[src/rtl/smfd_pkg.sv]
// Shared constants and types for the stereo-to-mono FIR decimator.
`default_nettype none

package smfd_pkg;

    localparam int MAX_TAPS       = 64;
    localparam int MAX_DECIMATION = 16;

    localparam int SAMPLE_W   = 16;
    localparam int COEF_IDX_W = 6;
    localparam int PROD_W     = 2 * SAMPLE_W;
    localparam int ACC_W      = PROD_W + $clog2(MAX_TAPS);

    localparam int TAP_IDX_W  = $clog2(MAX_TAPS);
    localparam int TAP_CNT_W  = $clog2(MAX_TAPS + 1);
    localparam int PHASE_W    = $clog2(MAX_DECIMATION);
    localparam int DEC_CNT_W  = $clog2(MAX_DECIMATION + 1);
    localparam int IDX_CMP_W  = (TAP_IDX_W > COEF_IDX_W) ? TAP_IDX_W : COEF_IDX_W;

    localparam int DEC_REG_W  = 5;
    localparam int TAPS_REG_W = 7;
    localparam int CFG_DATA_W = 7;
    localparam int CFG_IDX_W  = 2;

    localparam logic [DEC_REG_W-1:0]  DEC_RST  = 5'd4;
    localparam logic [TAPS_REG_W-1:0] TAPS_RST = 7'd64;

    localparam logic [CFG_IDX_W-1:0] REG_DECIMATION = 2'd0;
    localparam logic [CFG_IDX_W-1:0] REG_ACTIVE_TAPS = 2'd1;

    localparam logic CMD_SAMPLE = 1'b0;
    localparam logic CMD_COEF   = 1'b1;

    localparam logic signed [SAMPLE_W-1:0] SAMPLE_MAX = 16'sh7fff;
    localparam logic signed [SAMPLE_W-1:0] SAMPLE_MIN = 16'sh8000;

    // Control broadcast to every cell of the chain.
    typedef struct packed {
        logic shift;
        logic rotate;
        logic coef_write;
    } cell_ctrl_t;

    // Control of the multiply-accumulate unit.
    typedef struct packed {
        logic clear;
        logic enable;
    } mac_ctrl_t;

endpackage

`default_nettype wire

[src/rtl/smfd_cell.sv]
// One cell of the chain: a history sample and the tap that weights it.
`default_nettype none

module smfd_cell
    import smfd_pkg::*;
(
    input  wire                               clk,
    input  wire                               rst_n,
    input  wire cell_ctrl_t                   ctrl,
    input  wire logic [IDX_CMP_W-1:0]         cell_index,
    input  wire logic signed [SAMPLE_W-1:0]   hist_shift_in,
    input  wire logic signed [SAMPLE_W-1:0]   hist_rot_in,
    input  wire logic signed [SAMPLE_W-1:0]   tap_rot_in,
    input  wire logic [COEF_IDX_W-1:0]        coef_index,
    input  wire logic signed [SAMPLE_W-1:0]   coef_value,
    output logic signed [SAMPLE_W-1:0]        hist_out,
    output logic signed [SAMPLE_W-1:0]        tap_out
);

    logic signed [SAMPLE_W-1:0] hist_reg;
    logic signed [SAMPLE_W-1:0] tap_reg;
    logic                       index_match;

    assign index_match = (IDX_CMP_W'(coef_index) == cell_index);

    // Rotation moves both rings one place towards cell 0; a full lap restores them.
    always_ff @(posedge clk or negedge rst_n)
    begin
        if (!rst_n)
        begin
            hist_reg <= '0;
            tap_reg  <= '0;
        end
        else if (ctrl.rotate)
        begin
            hist_reg <= hist_rot_in;
            tap_reg  <= tap_rot_in;
        end
        else
        begin
            if (ctrl.shift)
            begin
                hist_reg <= hist_shift_in;
            end
            if (ctrl.coef_write && index_match)
            begin
                tap_reg <= coef_value;
            end
        end
    end

    assign hist_out = hist_reg;
    assign tap_out  = tap_reg;

endmodule

`default_nettype wire

[config.mk]
export PLATFORM = sky130hd
export DESIGN_NAME = smfd_cell
export DESIGN_NICKNAME = d
export VERILOG_FILES = /design/src/rtl/smfd_pkg.sv /design/src/rtl/smfd_cell.sv
export SDC_FILE = /design/constraint.sdc
export NUM_CORES = 1
export LEC_CHECK = 0
export ABC_AREA = 0
export BUFFER_PORTS_ARGS = -buffer_cell sky130_fd_sc_hd__buf_2
export CELL_PAD_IN_SITES_DETAIL_PLACEMENT = 1
export CELL_PAD_IN_SITES_GLOBAL_PLACEMENT = 1
export CORE_UTILIZATION = 33
export CTS_BUF_LIST = sky130_fd_sc_hd__clkbuf_2 sky130_fd_sc_hd__clkbuf_4 sky130_fd_sc_hd__clkbuf_8
export CTS_CLUSTER_SIZE = 20
export DETAILED_ROUTE_END_ITERATION = 10
export GPL_ROUTABILITY_DRIVEN = 0
export PLACE_DENSITY_LB_ADDON = 0.1
export SLEW_MARGIN = 20
export SYNTH_ARGS = -nofsm -noshare
export SYNTH_HDL_FRONTEND = slang
export SYNTH_SLANG_ARGS = --single-unit
[constraint.sdc]
create_clock -name clk -period 2.6 [get_ports clk]
set_input_delay 0.52 -clock clk [delete_from_list [all_inputs] [get_ports clk]]
set_output_delay 0.52 -clock clk [all_outputs]
set_load 0.02 [all_outputs]
==> run metrics, run 1 <==
grt peak-use layer=met2; Die Wd=~72 um; Reg clk slew, reported paths=approximately 0.06 ns; vias in the first global route=approximately 1400; # hold bufs at CTS=0; WL/cell=between 10 and 15 um; maxcap violations=0; DP Worst Slack=0.610 ns; Worst-Margin Slew=just over 0.7 ns; leakage=~1.3 nW; M1 GR Usage=0.188; Rows=25; Cells after Synth=129; Layout Nets=between 300 and 400; commonest cells after routing, fill and taps aside=112 x buf_2, 32 x dfrtp_1, 22 x mux2_2; distinct cell type count after synthesis=15; # IOs=approximately 110; clock tree buffer depth=2; Worst Path Required=~2.8 ns; reg2reg setup slack=between 1.5 and 2 ns; Port Buf Inserts=between 100 and 150; fin crit share=0.638; DP HPWL=around 3200 um; grt met2 use=0.271; total power=between 0.001 and 0.0015 W; sequential cell area fraction in the yosys report=0.489; power density over the cells=548 mW/mm^2; commonest non-fill, non-tap cell in the layout=buf_2; first-pass GRT wire length=6400 um; routed vias=1392; GRT Overall Usage=0.160; maximum VDD drop=roughly 0.38 mV; synth warn=0; synthesized area per cell=~13 sq um; leading post-synthesis cells by cell area=dfrtp_1 49%, mux2_2 15%, mux2i_1 9.8%, mux2_4 9.2%, o21ai_0 4.9%; clock sink count=32; initial core utilization=0.344; CP startpoint kind=input port; status=complete, no violations; GRT Residual Overflow=0; antenna violations before repair=0; pins over their slew limit=0; RSZ-0062 raised after global routing=false; Rel. slew slack=0.528; CTS tree=done; min Tclk post-route=~1.7 ns; maximum clock rate=0.603 GHz; Core ar.=roughly 0.0048 sq mm; # DRC=0; setup slack after layout=~0.94 ns; reg-to-reg endpoint=tap_out[8]$_DFFE_PN0P_; critical path class=in2reg; Worst-Skew Late Latency=approximately 0.27 ns; setup violators final=0; Root Driver=clkbuf_8; Fin Setup TNS=0 ns; synthesized flop and latch total=32; met3 global-route usage=0.0569; worst min path class=in2async; number of gates resized after cts=0; share of layout cells above drive strength 1=0.646; crit-path max FO=20; arrival time worst endpoint=around 1.8 ns; total CTS buffers=5; largest net degree at the start of global routing=33; Die Area=roughly 0.0052 sq mm; wirelength, routed=around 4000 um; Diodes inserted=0; mean number of vias per cell=between 4 and 5; Die H=72.4 um; DR iter-0 viols=31; flip-flop and latch area=801 sq um; Hold Vio Cnt, Final=0; Layout Skew=0 ns; worst r2r src=tap_out[8]$_DFFE_PN0P_; Synth area leader=dfrtp_1; worst r2r path cells=2; Yosys top cell area share=0.489; post-synthesis net count=210; postcts setup bufs=0; Fillers=558; Area Overhead vs Synth=43.7%; DRT Pass-1 Iters=3; Multi-input gate area=a little under 800 sq um; remaining antenna violation count=0; H-tree depth=2; Critical Path End Type=register; Post-Synthesis Cell Area=0.00164 sq mm
## metrics by stage
stage               hold WS, ns  cells  cell area, sq um   util
CTS                       0.321    310              2350  0.495
finish                    0.292    310              2350  0.495
global placement          0.543    302              2250  0.474
global route              0.355    310              2350  0.495
detailed placement        0.555    302              2250  0.474
floorplan                 0.224    129              1640      -
## flip-flops by register name, indices dropped and copies added, names as in the netlist
| register | cells |
|---|---|
| hist_out | 16 |
| tap_out | 16 |
## report_power, final
group          internal [W]  total (W)  switching (W)
clock              0.000237   0.000405       0.000169
combinational      0.000154   0.000312       0.000158
sequential         0.000547   0.000571      0.0000235
total              0.000938    0.00129       0.000350
## final cells by class
cell class,count,share of cell area
well taps,67,0.0356
multi-input cells,89,0.338
repair buffers,114,0.245
clock buffers,8,0.0415
flip-flops and latches,32,0.340
## synthesized netlist by cell type (all sizes together)
cell type and instances:
dfrtp 32, mux2 32, mux2i 16, nand2 16, o21ai 16, buf 5, xor2 4, clkbuf 3
xnor2 2, nand4 1, nor3 1, nor3b 1
## metal layers
| layer | vias up | share of wire |
|---|---|---|
| met1 | 647 | 0.41 |
| met4 | 0 | 0.012 |
| met3 | 6 | 0.082 |
| li1 | 677 | - |
| met2 | 62 | 0.49 |
| met5 | - | 0 |
## kinds of logic (layout without fill, tap and decap cells)
family / count (synthesis) / count (layout) / share of synthesized area
mux: 48 / 48 / 0.341
xor+xnor: 6 / 6 / 0.0321
buf+inv: 8 / 122 / 0.0252
simple gates: 19 / 19 / 0.0635
flops: 32 / 32 / 0.489
compound gates: 16 / 16 / 0.0489
## worst max-delay path: stages
cell	delay (ns)
buf_2	0.23
nor3b_2	0.29
nand4_4	0.36
mux2_4	0.41
## worst max path at each step
stage                     depth (start not counted)  slack [ns]           from                 endpoint
after global placement                            4        0.63        ctrl[1]   tap_out[8]$_DFFE_PN0P_
after CTS                                         4        0.91        ctrl[1]  tap_out[10]$_DFFE_PN0P_
final                                             4        0.94        ctrl[1]  tap_out[10]$_DFFE_PN0P_
after detailed placement                          4        0.61        ctrl[1]   tap_out[8]$_DFFE_PN0P_
after floorplan                                   5        0.94  cell_index[0]  tap_out[10]$_DFFE_PN0P_
after global routing                              4        0.87        ctrl[1]  tap_out[14]$_DFFE_PN0P_
No activity file was read; power rests on OpenSTA's default activity.
==> inputs of run 2 (changes only) <==
--- a/config.mk
+++ b/config.mk
@@ -5,11 +5,11 @@
 export SDC_FILE = /design/constraint.sdc
 export NUM_CORES = 1
 export LEC_CHECK = 0
-export ABC_AREA = 0
+export ABC_AREA = 1
 export BUFFER_PORTS_ARGS = -buffer_cell sky130_fd_sc_hd__buf_2
 export CELL_PAD_IN_SITES_DETAIL_PLACEMENT = 1
 export CELL_PAD_IN_SITES_GLOBAL_PLACEMENT = 1
-export CORE_UTILIZATION = 33
+export CORE_UTILIZATION = 28
 export CTS_BUF_LIST = sky130_fd_sc_hd__clkbuf_2 sky130_fd_sc_hd__clkbuf_4 sky130_fd_sc_hd__clkbuf_8
 export CTS_CLUSTER_SIZE = 20
 export DETAILED_ROUTE_END_ITERATION = 10
==> constraint.sdc (replaced) <==
create_clock -name clk -period 1.6 [get_ports clk]
set_input_delay 0.32 -clock clk [delete_from_list [all_inputs] [get_ports clk]]
set_output_delay 0.32 -clock clk [all_outputs]
set_load 0.02 [all_outputs]
==> run 2 against run 1 <==
Sequential cell count did not move. Global-route usage grew 0.49 points. Die area increased by 26%. Largest cell class is now multi-input gates. Critical path type is now reg2out. Critical endpoint is now tap_out[0]. Wire length is 33% higher. First-iteration DRC count up 130%. Hold slack worse by 0.23 ns. Sequential power rose by 63%.
==> run metrics, run 2 <==
status=complete, no violations; Root Driver=clkbuf_8; Cell Int Power=about 0.0015 W; Switching Share=0.314; Die Wd=81.2 um; arrival time worst endpoint=0.84 ns; first-pass GRT wire length=8380 um; WL met2=2560 um; worst min path class=in2async; most used flip-flop cell after synthesis=dfrtp_1; synthesized flop and latch total=32; Cells after Synth=roughly 260; # DRC=0; # IOs=roughly 110; Core ar.=roughly 0.006 sq mm; CP startpoint kind=register; RSZ-0062 raised after global routing=false; Comb pwr share=0.255; commonest cells after routing, fill and taps aside=155 x nand2_1, 112 x buf_2, 34 x nand3_1; crit-path max FO=2; sequential cell area fraction in the yosys report=0.456; Worst path slowest cell=dfrtp_1; leading post-synthesis cells by cell area=dfrtp_1 46%, nand2_1 33%, nand3_1 9.7%, inv_1 3.0%, buf_2 1.4%; DRT Pass-1 Iters=4; post-synthesis net count=between 300 and 400; Top Metal Used=met4; maximum VDD drop=0.444 mV; wirelength, routed=between 5000 and 6000 um; CTS tree=done; maximum clock rate=0.863 GHz; switching pwr=approximately 0.00068 W; pins over their slew limit=0; WL/cell=11.8 um; Worst-Margin Slew=between 0.4 and 0.5 ns; Fillers=832; GRT Residual Overflow=0; most frequent cells after synthesis=155 x nand2_1, 34 x nand3_1, 32 x dfrtp_1, 14 x inv_1, 5 x buf_2; largest net degree at the start of global routing=33; clock tree buffer depth=2; Diodes inserted=0; clock sink count=32; Worst-Skew Late Latency=around 0.27 ns; Post-synth ARST share=1.00; postcts setup bufs=0; Yosys top cell area share=0.456; Clock Power Share=0.312; distinct cell type count after synthesis=15; total CTS buffers=5; Post-synth EDFFs=0; antenna violations before repair=0; synthesized area per cell=about 6.7 sq um; share of layout cells above drive strength 1=0.360; Port Buf Inserts=roughly 110; Synth area leader=dfrtp_1; most common cell in the netlist=nand2_1; leakage=1.54 nW; min Tclk post-route=approximately 1.2 ns; maxcap violations=0; commonest non-fill, non-tap cell in the layout=nand2_1; Worst Path Required=between 1 and 1.5 ns; dpl cell area=~0.0024 sq mm; Layout Skew=0 ns; part of the power in registers=0.433; routed vias=slightly below 2000; CP max stage delay=approximately 0.4 ns; H-tree depth=2; Area Overhead vs Synth=42.8%; final instance area=0.00251 sq mm; setup violators final=0; critical path class=reg2out; CP Buf/Inv Count=1; fin crit share=0.724; vias in the first global route=approximately 1900; Die H=between 80 and 90 um; GRT Overall Usage=0.165; Top delay family on crit path=flip-flops; synth warn=0; initial core utilization=0.293; Rel. slew slack=0.715; Reg clk slew, reported paths=around 0.070 ns; Rows=28; number of gates resized after cts=0; wire length on met3=slightly below 400 um; Die Area=0.00659 sq mm; Layout Nets=between 400 and 500; # hold bufs at CTS=0; mean number of vias per cell=about 4.4; worst path cell trace=buf_2; power density over the cells=858 mW/mm^2; DP HPWL=around 4100 um; Hold Vio Cnt, Final=0; Critical Path End Type=output port; remaining antenna violation count=0; M1 wire length=2330 um; Fin Setup TNS=0 ns; Post-Synthesis Cell Area=0.00176 sq mm; DR iter-0 viols=71
[run 2: cell count changes after synthesis, moves of 4 or more]
| cell | change |
|---|---|
| xor2_1 | -4 |
| nand3_1 | +34 |
| nand2_1 | +139 |
| inv_2 | +4 |
| inv_1 | +14 |
| o21ai_0 | -15 |
| mux2_2 | -22 |
| mux2_4 | -10 |
| mux2i_1 | -16 |
[run 2: per-stage QoR]
step | instances | utilization | hold WS [ns] | total power, W | setup WS [ns]
CTS | 450 | 0.419 | 0.0731 | 0.00219 | 0.427
global route | 450 | 0.419 | 0.0930 | 0.00229 | 0.364
floorplan | 261 | - | 0.0244 | 0.00124 | 0.514
global placement | 442 | 0.402 | 0.372 | 0.00150 | 0.225
finish | 450 | 0.419 | 0.0612 | 0.00215 | 0.441
detailed placement | 442 | 0.402 | 0.375 | 0.00151 | 0.187
[run 2: layout make-up]
type                       count  area [sq um]  share of cell area
sequential                    32           801               0.319
clock inverter                 1          7.51             0.00299
clock buffer                   7          90.1              0.0359
tap                           75          93.8              0.0374
inverter                      18          67.6              0.0269
multi-input combinational    200           825               0.329
timing repair buffer         117           623               0.249
[run 2: cells by family after synthesis]
logic type | count (synthesis) | synth area share
simple gates | 196 | 0.450
compound gates | 4 | 0.0192
buf+inv | 29 | 0.0741
flops | 32 | 0.456
[run 2: path summary, 6_finish.rpt]
check                                        startpoint                      end  slack (ns)  depth (start not counted)
worst max-delay path             tap_out[0]$_DFFE_PN0P_               tap_out[0]        0.44                          1
max in group asynchronous                         rst_n  hist_out[0]$_DFFE_PN0P_        1.24                          2
min in group clk                       hist_shift_in[4]  hist_out[4]$_DFFE_PN0P_        0.24                          3
worst max register to register   tap_out[0]$_DFFE_PN0P_   tap_out[0]$_DFFE_PN0P_        0.94                          2
worst min-delay path                              rst_n  tap_out[14]$_DFFE_PN0P_        0.06                          2
worst min register to register  hist_out[4]$_DFFE_PN0P_  hist_out[4]$_DFFE_PN0P_        0.49                          2
[run 2: power groups by stage]
stage	combinational (W)	sequential, W	clock (W)
floorplan	0.000193	0.00105	0
global placement	0.000550	0.000946	0
detailed placement	0.000562	0.000946	0
CTS	0.000562	0.000933	0.000694
global route	0.000614	0.000940	0.000735
finish	0.000548	0.000931	0.000671
[run 2: layer usage]
| metal | track usage | vias to the layer above |
|---|---|---|
| li1 | - | 1021 |
| met3 | 0.0461 | 2 |
| met1 | 0.201 | 899 |
| met5 | 0 | - |
| met4 | 0.0375 | 0 |
| met2 | 0.288 | 65 |
