<file path="config.mk">
export PLATFORM = sky130hd
export DESIGN_NAME = smfd_mac
export DESIGN_NICKNAME = d
export VERILOG_FILES = /design/src/rtl/smfd_pkg.sv /design/src/rtl/smfd_mac.sv
export SDC_FILE = /design/constraint.sdc
export NUM_CORES = 1
export LEC_CHECK = 0
export BUFFER_PORTS_ARGS = -buffer_cell sky130_fd_sc_hd__buf_2
export CORE_MARGIN = 10
export CORE_UTILIZATION = 46
export DETAILED_ROUTE_END_ITERATION = 16
export SETUP_SLACK_MARGIN = 0.4
export SYNTH_ARGS = -nofsm -noshare
export SYNTH_HDL_FRONTEND = slang
export SYNTH_SLANG_ARGS = --single-unit
</file>
<file path="constraint.sdc">
create_clock -name clk -period 3.4 [get_ports clk]
set_input_delay 0.51 -clock clk [delete_from_list [all_inputs] [get_ports clk]]
set_output_delay 0.51 -clock clk [all_outputs]
set_load 0.02 [all_outputs]
</file>
<file path="src/rtl/smfd_pkg.sv">
// Shared constants and types for the stereo-to-mono FIR decimator.
`default_nettype none

package smfd_pkg;

    localparam int MAX_TAPS       = 64;
    localparam int MAX_DECIMATION = 16;

    localparam int SAMPLE_W   = 16;
    localparam int COEF_IDX_W = 6;
    localparam int PROD_W     = 2 * SAMPLE_W;
    localparam int ACC_W      = PROD_W + $clog2(MAX_TAPS);

    localparam int TAP_IDX_W  = $clog2(MAX_TAPS);
    localparam int TAP_CNT_W  = $clog2(MAX_TAPS + 1);
    localparam int PHASE_W    = $clog2(MAX_DECIMATION);
    localparam int DEC_CNT_W  = $clog2(MAX_DECIMATION + 1);
    localparam int IDX_CMP_W  = (TAP_IDX_W > COEF_IDX_W) ? TAP_IDX_W : COEF_IDX_W;

    localparam int DEC_REG_W  = 5;
    localparam int TAPS_REG_W = 7;
    localparam int CFG_DATA_W = 7;
    localparam int CFG_IDX_W  = 2;

    localparam logic [DEC_REG_W-1:0]  DEC_RST  = 5'd4;
    localparam logic [TAPS_REG_W-1:0] TAPS_RST = 7'd64;

    localparam logic [CFG_IDX_W-1:0] REG_DECIMATION = 2'd0;
    localparam logic [CFG_IDX_W-1:0] REG_ACTIVE_TAPS = 2'd1;

    localparam logic CMD_SAMPLE = 1'b0;
    localparam logic CMD_COEF   = 1'b1;

    localparam logic signed [SAMPLE_W-1:0] SAMPLE_MAX = 16'sh7fff;
    localparam logic signed [SAMPLE_W-1:0] SAMPLE_MIN = 16'sh8000;

    // Control broadcast to every cell of the chain.
    typedef struct packed {
        logic shift;
        logic rotate;
        logic coef_write;
    } cell_ctrl_t;

    // Control of the multiply-accumulate unit.
    typedef struct packed {
        logic clear;
        logic enable;
    } mac_ctrl_t;

endpackage

`default_nettype wire

</file>
<file path="src/rtl/smfd_mac.sv">
// Multiply-accumulate unit with Q15 rounding and saturation of the sum.
`default_nettype none

module smfd_mac
    import smfd_pkg::*;
(
    input  wire                              clk,
    input  wire                              rst_n,
    input  wire mac_ctrl_t                   ctrl,
    input  wire logic signed [SAMPLE_W-1:0]  tap,
    input  wire logic signed [SAMPLE_W-1:0]  hist,
    output logic signed [SAMPLE_W-1:0]       result
);

    logic signed [PROD_W-1:0] prod_reg;
    logic                     prod_valid_reg;
    logic signed [ACC_W-1:0]  acc_reg;
    logic signed [ACC_W-1:0]  bias;
    logic signed [ACC_W-1:0]  rounded;
    logic [ACC_W-1-(PROD_W-2):0] upper;
    logic                     fits;

    always_ff @(posedge clk)
    begin
        prod_reg <= tap * hist;
    end

    always_ff @(posedge clk or negedge rst_n)
    begin
        if (!rst_n)
        begin
            prod_valid_reg <= 1'b0;
            acc_reg        <= '0;
        end
        else if (ctrl.clear)
        begin
            prod_valid_reg <= 1'b0;
            acc_reg        <= '0;
        end
        else
        begin
            prod_valid_reg <= ctrl.enable;
            if (prod_valid_reg)
            begin
                acc_reg <= acc_reg + ACC_W'(prod_reg);
            end
        end
    end

    // Half away from zero: a negative sum takes one less than half before the floor shift.
    assign bias    = acc_reg[ACC_W-1] ? ACC_W'(16383) : ACC_W'(16384);
    assign rounded = acc_reg + bias;

    // The quotient fits 16 bits when every bit from bit 30 upwards matches the sign.
    assign upper = rounded[ACC_W-1:PROD_W-2];
    assign fits  = (upper == '0) || (upper == '1);

    assign result = fits ? rounded[PROD_W-2:SAMPLE_W-1]
                         : (rounded[ACC_W-1] ? SAMPLE_MIN : SAMPLE_MAX);

endmodule

`default_nettype wire

</file>
==> results.env, run 1 <==
RUN_STATUS='complete, but fails checks'
VIOLATIONS='setup timing'
GRT_PASS1_WL_UM=61700
DRT_WL_TOTAL_UM=36400
PORT_BUFFERS=51
SETUP_VIOLATIONS=42
FIRST_GLOBAL_VIAS=12700
CLOCK_TREE.HTREE_LEVEL_COUNT=3
CRIT_PATH_CELL_TRACE='buf_6 > buf_4 > and2_1 > fa_2 > buf_4 > fa_1 > fa_1 > fa_1 > fa_1 > inv_1 > fa_1 > inv_1 > ha_1 > buf_4 > or2_2 > o311ai_2 > buf_4 > nand2b_4 > a21o_1 > a21oi_2 > xnor2_1'
CLKSINKCOUNT=71
ROUTED_WIRE_LENGTH_PER_INSTANCE_UM=15.5
INITIAL_CORE_UTIL_PCT=46.8
PLACE_CONGESTION=0.896
TOP_AREA_CELL_TYPE_SHARE_OF_THE_NETLIST_AREA_PCT=35.5
FIRST_ITERATION_DETAILED_ROUTING_DRC_COUNT=567
DESIGN.DIE.AREA_MM2=0.0398
FINAL_MIN_PERIOD_OVER_CLOCK_PERIOD_PCT=164
FINAL_PERIOD_MINUS_WORST_SETUP_SLACK_NS=5.58
NUMNETS_FINAL=2380
CRITPATHREQUIREDTIME_NS=3.62
FINAL_LAYOUT_SIZE_SUFFIX_GT1_SHARE_PCT=28.4
TIMING.SLEW.HEADROOM_PCT=42.9
MIN_PATH_TYPE='in -> async'
REGTOREGSETUPSLACK_NS=0
NUM_VIAS=11800
FIRST_PASS_ITERS=5
DIE_WIDTH_UM=199
CRITICAL_PATH.MAX_STAGE_DELAY_NS=0.63
MOST_FREQUENTLY_USED_FLOP_MASTER_AFTER_SYNTHESIS='dfrtp_1'
LARGEST_NET_DEGREE_AT_THE_START_OF_GLOBAL_ROUTING=40
POST_SYNTH_MAIN_AREA_CONTRIBUTORS='fa_1 36%, ha_1 11%, inv_1 8.0%'
TIMING_MAX_TRANSITION_VIOLATIONS_FINAL=0
POST_CTS_HOLD_BUFFER_COUNT=0
WORSTSKEWPAIRLATENCY_NS=0.33
WORSTPATHMAXFANOUT=7
DP.FINAL_HPWL_UM=30600
WORST_EP_ARRIVAL_TIME_NS=5.81
DRT.ANTENNA.VIOLATING_NETS=0
UNREPAIRED_SETUP_ENDPOINTS_AFTER_GLOBAL_ROUTING='true'
SYNTH.LIB_CELLS_USED.DISTINCT=64
TIMING.CRITICAL_PATH.MODE_CELL='fa_1'
DIE-HEIGHT_UM=199
WORST_SLEW_PIN_SLEW_NS=0.857
MAX_CLOCK_FREQ_MHz=179
CPMAXSTAGEDELAYCELL='fa_2'
FINAL-HOLD-VIOLATION-COUNT=0
CLOCK_TREE.ROOT_CELL='clkbuf_16'
SYNTHESIS.INSTANCES=1647
NUMBER_OF_ENABLE_TYPE_REGISTER_CELLS_IN_THE_SYNTHESIZED_NETLIST=0
CTS_TREE='built'
SKEW_NS=0.00755
SYNTH_SEQ_AREA_SHARE_PCT=10.9
ASYNC_S_R_FF_SHARE_SYNTH_PCT=54.9
ANTENNA-DIODE-COUNT=0
SETUP_SLACK_OF_THE_CRITICAL_PATH_AFTER_LAYOUT_NS=-2.18
CTS-BUFFERS-INSERTED=9
CTS.REPORTEDPATHS.CLKPINSLEW_NS=0.06
IOPINCOUNT=52
ROUTE.DETAILED.DRC=0
FINAL_CELL_COUNT_WITHOUT_FILLERS=2355
SYNTH_TOP_CELL_BY_AREA='fa_1'
YS_SEQ_ELEMENTS=71
FLOW.AREA_GROWTH_FROM_SYNTHESIS_PCT=32.6
POST_SYNTH_INSTANCE_AREA_MM2=0.0148
DETAIL_ROUTED_VIA_COUNT_PER_CELL=5.00
DRV.MAX_CAP_VIOLATION_COUNT=0
MAX-CLOCK-PATH-BUFFERS=2
CP-END-KIND='register'
POSTSYNTHNETCOUNT=2079
WORSTSETUPSTARTPOINTTYPE='input port'
FINAL.SETUP.TNS_NS=-54.38
ANTENNA_FOUND_INITIAL=0
POST-PLACE-CELLS=2282
SYNTHESIS.YOSYS.WARNINGS=0
GRT.TOTAL_USAGE_PCT=18.9
PATH_CLASS='in -> reg'
GRT-OVFL-TOTAL=0
CORE_MM2=0.0316
LARGEST_REGISTER_FFS=38
SYN_AVG_CELL_AREA_UM2=9.00
ROW_COUNT=65
worst paths after layout:
kind                       depth (start not counted)        start        endpoint
max reg2reg                                       16   acc_reg[2]     acc_reg[37]
max                                               21      hist[3]    prod_reg[30]
min                                                1        rst_n      acc_reg[3]
min reg2reg                                        2  acc_reg[13]     acc_reg[13]
max in group asynchronous                          1        rst_n  prod_valid_reg
min in group clk                                   2      ctrl[1]  prod_valid_reg
routing by layer:
metal | wire length, um | track usage (%) | vias to the layer above
met4 | 487 | 3.76 | 0
met1 | 17500 | 26.1 | 5796
met3 | 1160 | 1.65 | 28
li1 | - | - | 5767
met2 | 17300 | 31.7 | 186
met5 | 0 | 0 | -
layout by cell type (no fill, tap or decap), types with 35 or more instances in the layout:
cell	count
inv_1	300
dfrtp_1	37
a21oi_1	43
buf_6	64
nor2_1	92
nand2_1	142
and2_1	116
fa_1	252
a21o_1	35
ha_1	98
buf_4	240
xnor2_1	50
Yosys cell counts, types with 3 or more instances:
library cell,count
a211o_1,3
a211oi_1,10
a21o_1,35
a21oi_1,61
a21oi_2,3
a311oi_1,3
a31oi_1,8
and2_1,137
and3_1,5
clkbuf_1,47
dfrtp_1,39
dfxtp_1,32
fa_1,263
ha_1,133
inv_1,317
mux2i_1,22
nand2_1,146
nand2b_1,15
nand3_1,15
nand3b_1,3
nand4_1,12
nor2_1,97
nor2b_1,14
nor3_1,14
nor4_1,4
o211ai_1,4
o21a_1,10
o21ai_0,41
o21ai_1,6
o21bai_1,13
o31ai_1,5
or2_2,5
or3_1,3
xnor2_1,57
xor2_1,28
kinds of logic (layout without fill, tap and decap cells):
group	count (synthesis)	after routing	share of synthesized area (%)
AO/OA/AOI/OAI	223	223	10.1
XOR/XNOR	85	85	5.02
adder cells (fa/ha/maj)	396	396	46.8
buffers and inverters	369	675	9.41
flip-flops	71	71	10.9
multiplexers	23	23	1.56
AND/OR/NAND/NOR	480	480	16.3
timing repair:
action / CTS / global route
setup endpoints to repair: 54 / 56
pin swaps: 79 / 59
gates cloned: 2 / 1
setup buffers: 25 / 29
gates resized for setup: 180 / 98
cell type report:
cell class              count  area [um^2]
inverters                 318         1190
flip-flops and latches     71         1620
well taps                 402          503
multi-input cells        1207        13100
clock inverters             4         45.0
clock buffers              12          246
fillers                  2583        12000
repair buffers            341         2980
per-stage QoR:
stage | setup slack, ns | util (%) | instance area, um^2 | hold slack [ns]
3_5_place_dp | -2.71 | 55.7 | 17600 | 0.521
4_1_cts | -2.24 | 59.8 | 18900 | 0.330
2_1_floorplan | -2.22 | - | 15400 | 0.214
3_3_place_gp | -2.62 | 55.7 | 17600 | 0.512
5_1_grt | -2.40 | 62.1 | 19600 | 0.367
6_report | -2.18 | 62.1 | 19600 | 0.292
worst max-delay path, delay by kind of cell:
kind	cells	cell delay, ns
XOR/XNOR	1	0.08
AO/OA/AOI/OAI	3	0.43
buffers and inverters	7	0.85
AND/OR/NAND/NOR	3	0.53
adder cells (fa/ha/maj)	7	3.40
Power of run 1 is not shown: default switching activity piles up to over one toggle a cycle in this logic, so the estimate is an artifact.
==> inputs of run 2 (changes only) <==
--- a/config.mk
+++ b/config.mk
@@ -9,6 +9,7 @@
 export CORE_MARGIN = 10
 export CORE_UTILIZATION = 46
 export DETAILED_ROUTE_END_ITERATION = 16
+export PLACE_DENSITY = 0.66
 export SETUP_SLACK_MARGIN = 0.4
 export SYNTH_ARGS = -nofsm -noshare
 export SYNTH_HDL_FRONTEND = slang
==> run 2 against run 1 <==
Compared with the run above: the run still ends with setup timing left; register-to-register slack improved by 0.09 ns; die area did not move; critical path depth rose by 1; final cell count fell by 0.64%; core utilization fell by 0.94 points; final area fell by 1.5%; critical endpoint unchanged; largest cell class unchanged.
==> results.env, run 2 (synthesis gave the netlist of run 1 again) <==
GRT.TOTAL_USAGE_PCT=18.0  # was 18.9%
RUN_STATUS='complete, but fails checks'  # unchanged
WORST_SLEW_PIN_SLEW_NS=0.838  # was 0.857 ns
WORSTSKEWPAIRLATENCY_NS=0.33  # about the same
WORST_R2R_PATH_DEPTH=14  # was 16
PLACE_CONGESTION=0.890  # was 0.896
GRT_PASS1_WL_UM=59200  # was 61700 um
WORSTSETUPSTARTPOINTTYPE='input port'  # unchanged
TIMING_MAX_TRANSITION_VIOLATIONS_FINAL=0  # unchanged
TOPROUTINGLAYERUSED='met4'  # unchanged
CLOCK_TREE.HTREE_LEVEL_COUNT=3  # unchanged
MET3ROUTEDLENGTH_UM=915  # was 1160 um
IOPINCOUNT=52  # unchanged
INITIAL_CORE_UTIL_PCT=46.8  # unchanged
CLOCK_TREE.ROOT_CELL='clkbuf_16'  # unchanged
SETUP_VIOLATIONS=42  # unchanged
FIRST_PASS_ITERS=5  # unchanged
VIOLATIONS='setup timing'  # unchanged
DIE_WIDTH_UM=199  # unchanged
PATH_CLASS='in -> reg'  # unchanged
TIMING.SLEW.HEADROOM_PCT=44.2  # was 42.9%
WL_MET1_UM=16900  # was 17500 um
MAX_CLOCK_FREQ_MHz=179  # about the same
MOST_COMMON_CELL_AFTER_LAYOUT_FILL_AND_TAPS_ASIDE='inv_1'  # unchanged
UTILIZATION_PCT=61.1  # was 62.1%
LARGEST_REGISTER_FFS=38  # unchanged
CRITPATHREQUIREDTIME_NS=3.65  # was 3.62 ns
ANTENNA-DIODE-COUNT=0  # unchanged
NUMNETS_FINAL=2365  # was 2380
LARGEST_NET_DEGREE_AT_THE_START_OF_GLOBAL_ROUTING=44  # was 40
CTS-BUFFERS-INSERTED=9  # unchanged
CTS.REPORTEDPATHS.CLKPINSLEW_NS=0.06  # about the same
ROW_COUNT=65  # unchanged
LAYOUT.CELLS.MOST_COMMON_LIST='292 x inv_1, 249 x fa_1, 230 x buf_4, 142 x nand2_1, 114 x and2_1'  # was 300 x inv_1, 252 x fa_1, 240 x buf_4, 142 x nand2_1, 116 x and2_1
DRV.MAX_CAP_VIOLATION_COUNT=0  # unchanged
FINAL_PERIOD_MINUS_WORST_SETUP_SLACK_NS=5.60  # was 5.58 ns
WORST_EP_ARRIVAL_TIME_NS=5.85  # was 5.81 ns
CTS_TREE='built'  # unchanged
FIRST_GLOBAL_VIAS=12300  # was 12700
MAX-CLOCK-PATH-BUFFERS=2  # unchanged
MIN_PATH_TYPE='in -> async'  # unchanged
CLKSINKCOUNT=71  # unchanged
FINAL_MIN_PERIOD_OVER_CLOCK_PERIOD_PCT=165  # was 164%
DRT_WL_TOTAL_UM=35600  # was 36400 um
ANTENNA_FOUND_INITIAL=0  # unchanged
ROUTED_WIRE_LENGTH_PER_INSTANCE_UM=15.2  # was 15.5 um
FIRST_ITERATION_DETAILED_ROUTING_DRC_COUNT=527  # was 567
DETAIL_ROUTED_VIA_COUNT_PER_CELL=5.01  # was 5.00
NUM_VIAS=11700  # was 11800
GRT-OVFL-TOTAL=0  # unchanged
DESIGN.DIE.AREA_MM2=0.0398  # unchanged
ROUTE.DETAILED.DRC=0  # unchanged
WL_MET2_UM=17400  # was 17300 um
DIE-HEIGHT_UM=199  # unchanged
DP.FINAL_HPWL_UM=29600  # was 30600 um
FINAL_LAYOUT_SIZE_SUFFIX_GT1_SHARE_PCT=27.9  # was 28.4%
UNREPAIRED_SETUP_ENDPOINTS_AFTER_GLOBAL_ROUTING='true'  # unchanged
DRT.ANTENNA.VIOLATING_NETS=0  # unchanged
SKEW_NS=0.00733  # was 0.00755 ns
PORT_BUFFERS=51  # unchanged
FINAL-HOLD-VIOLATION-COUNT=0  # unchanged
CORE_MM2=0.0316  # unchanged
SETUP_SLACK_OF_THE_CRITICAL_PATH_AFTER_LAYOUT_NS=-2.20  # was -2.18 ns
TIMING.HOLD.WS_NS=0.276  # was 0.292 ns
FLOW.AREA_GROWTH_FROM_SYNTHESIS_PCT=30.6  # was 32.6%
WORSTPATHMAXFANOUT=6  # was 7
CP-END-KIND='register'  # unchanged
[run 2: cell types whose count changed in the layout (fill, tap and decap cells not counted), moves of 4 or more]
cell   change
buf_2      +7
buf_4     -10
buf_8      -4
buf_6      -6
inv_1      -8
ha_2       +4
inv_2      +8
[run 2: layout make-up]
class / instances / area [um^2]
clock buffers: 12 / 246
clock inverters: 4 / 68.8
fillers: 2556 / 12300
inverters: 318 / 1190
multi-input cells: 1207 / 12900
flip-flops and latches: 71 / 1620
well taps: 402 / 503
repair buffers: 326 / 2780
[run 2: through the flow]
| step | instances | setup slack, ns | setup TNS [ns] | cell area, um^2 |
|---|---|---|---|---|
| after floorplan | 1647 | -2.22 | -44.32 | 15400 |
| after global placement | 2278 | -2.56 | -55.87 | 17600 |
| after detailed placement | 2278 | -2.61 | -57.61 | 17600 |
| after CTS | 2317 | -2.21 | -52.69 | 18700 |
| after global routing | 2340 | -2.41 | -59.66 | 19300 |
| final | 2340 | -2.20 | -53.82 | 19300 |
[run 2: path summary, 6_finish.rpt]
kind	startpoint	to	slack, ns
setup / recovery	hist[6]	prod_reg[30]	-2.20
hold / removal	rst_n	acc_reg[0]	0.28
setup reg to reg	acc_reg[4]	acc_reg[37]	0.09
hold reg to reg	acc_reg[13]	acc_reg[13]	0.53
max in group asynchronous	rst_n	prod_valid_reg	2.53
min in group clk	ctrl[0]	prod_valid_reg	0.45
[run 2: repair_timing]
action	in CTS	in global routing
pin swaps	73	84
setup endpoints to repair	50	55
endpoints found under the hold margin	0	0
gates resized for setup	143	106
cloned	1	1
hold buffers	0	0
buffers inserted	22	22
[run 2: critical path: stages]
cell and delay (ns):
buf_8 0.10, buf_12 0.13, and2_4 0.13, fa_1 0.53, fa_1 0.43, ha_2 0.19, fa_1 0.52, inv_2 0.04
fa_1 0.45, fa_1 0.53, inv_2 0.05, ha_4 0.15, or3_4 0.41, nor2_4 0.11, o21ai_2 0.08, a2111oi_4 0.44
nor4_4 0.12, o311ai_4 0.32, nand2b_1 0.13, a21o_1 0.21, a21oi_2 0.14, xnor2_1 0.13
[run 2: per-layer routing]
metal,GRT usage (%),vias to the layer above
li1,-,5742
met5,0,-
met3,1.72,25
met4,3.20,0
met1,24.6,5781
met2,30.7,181
Power of run 2 is left out for the same reason.
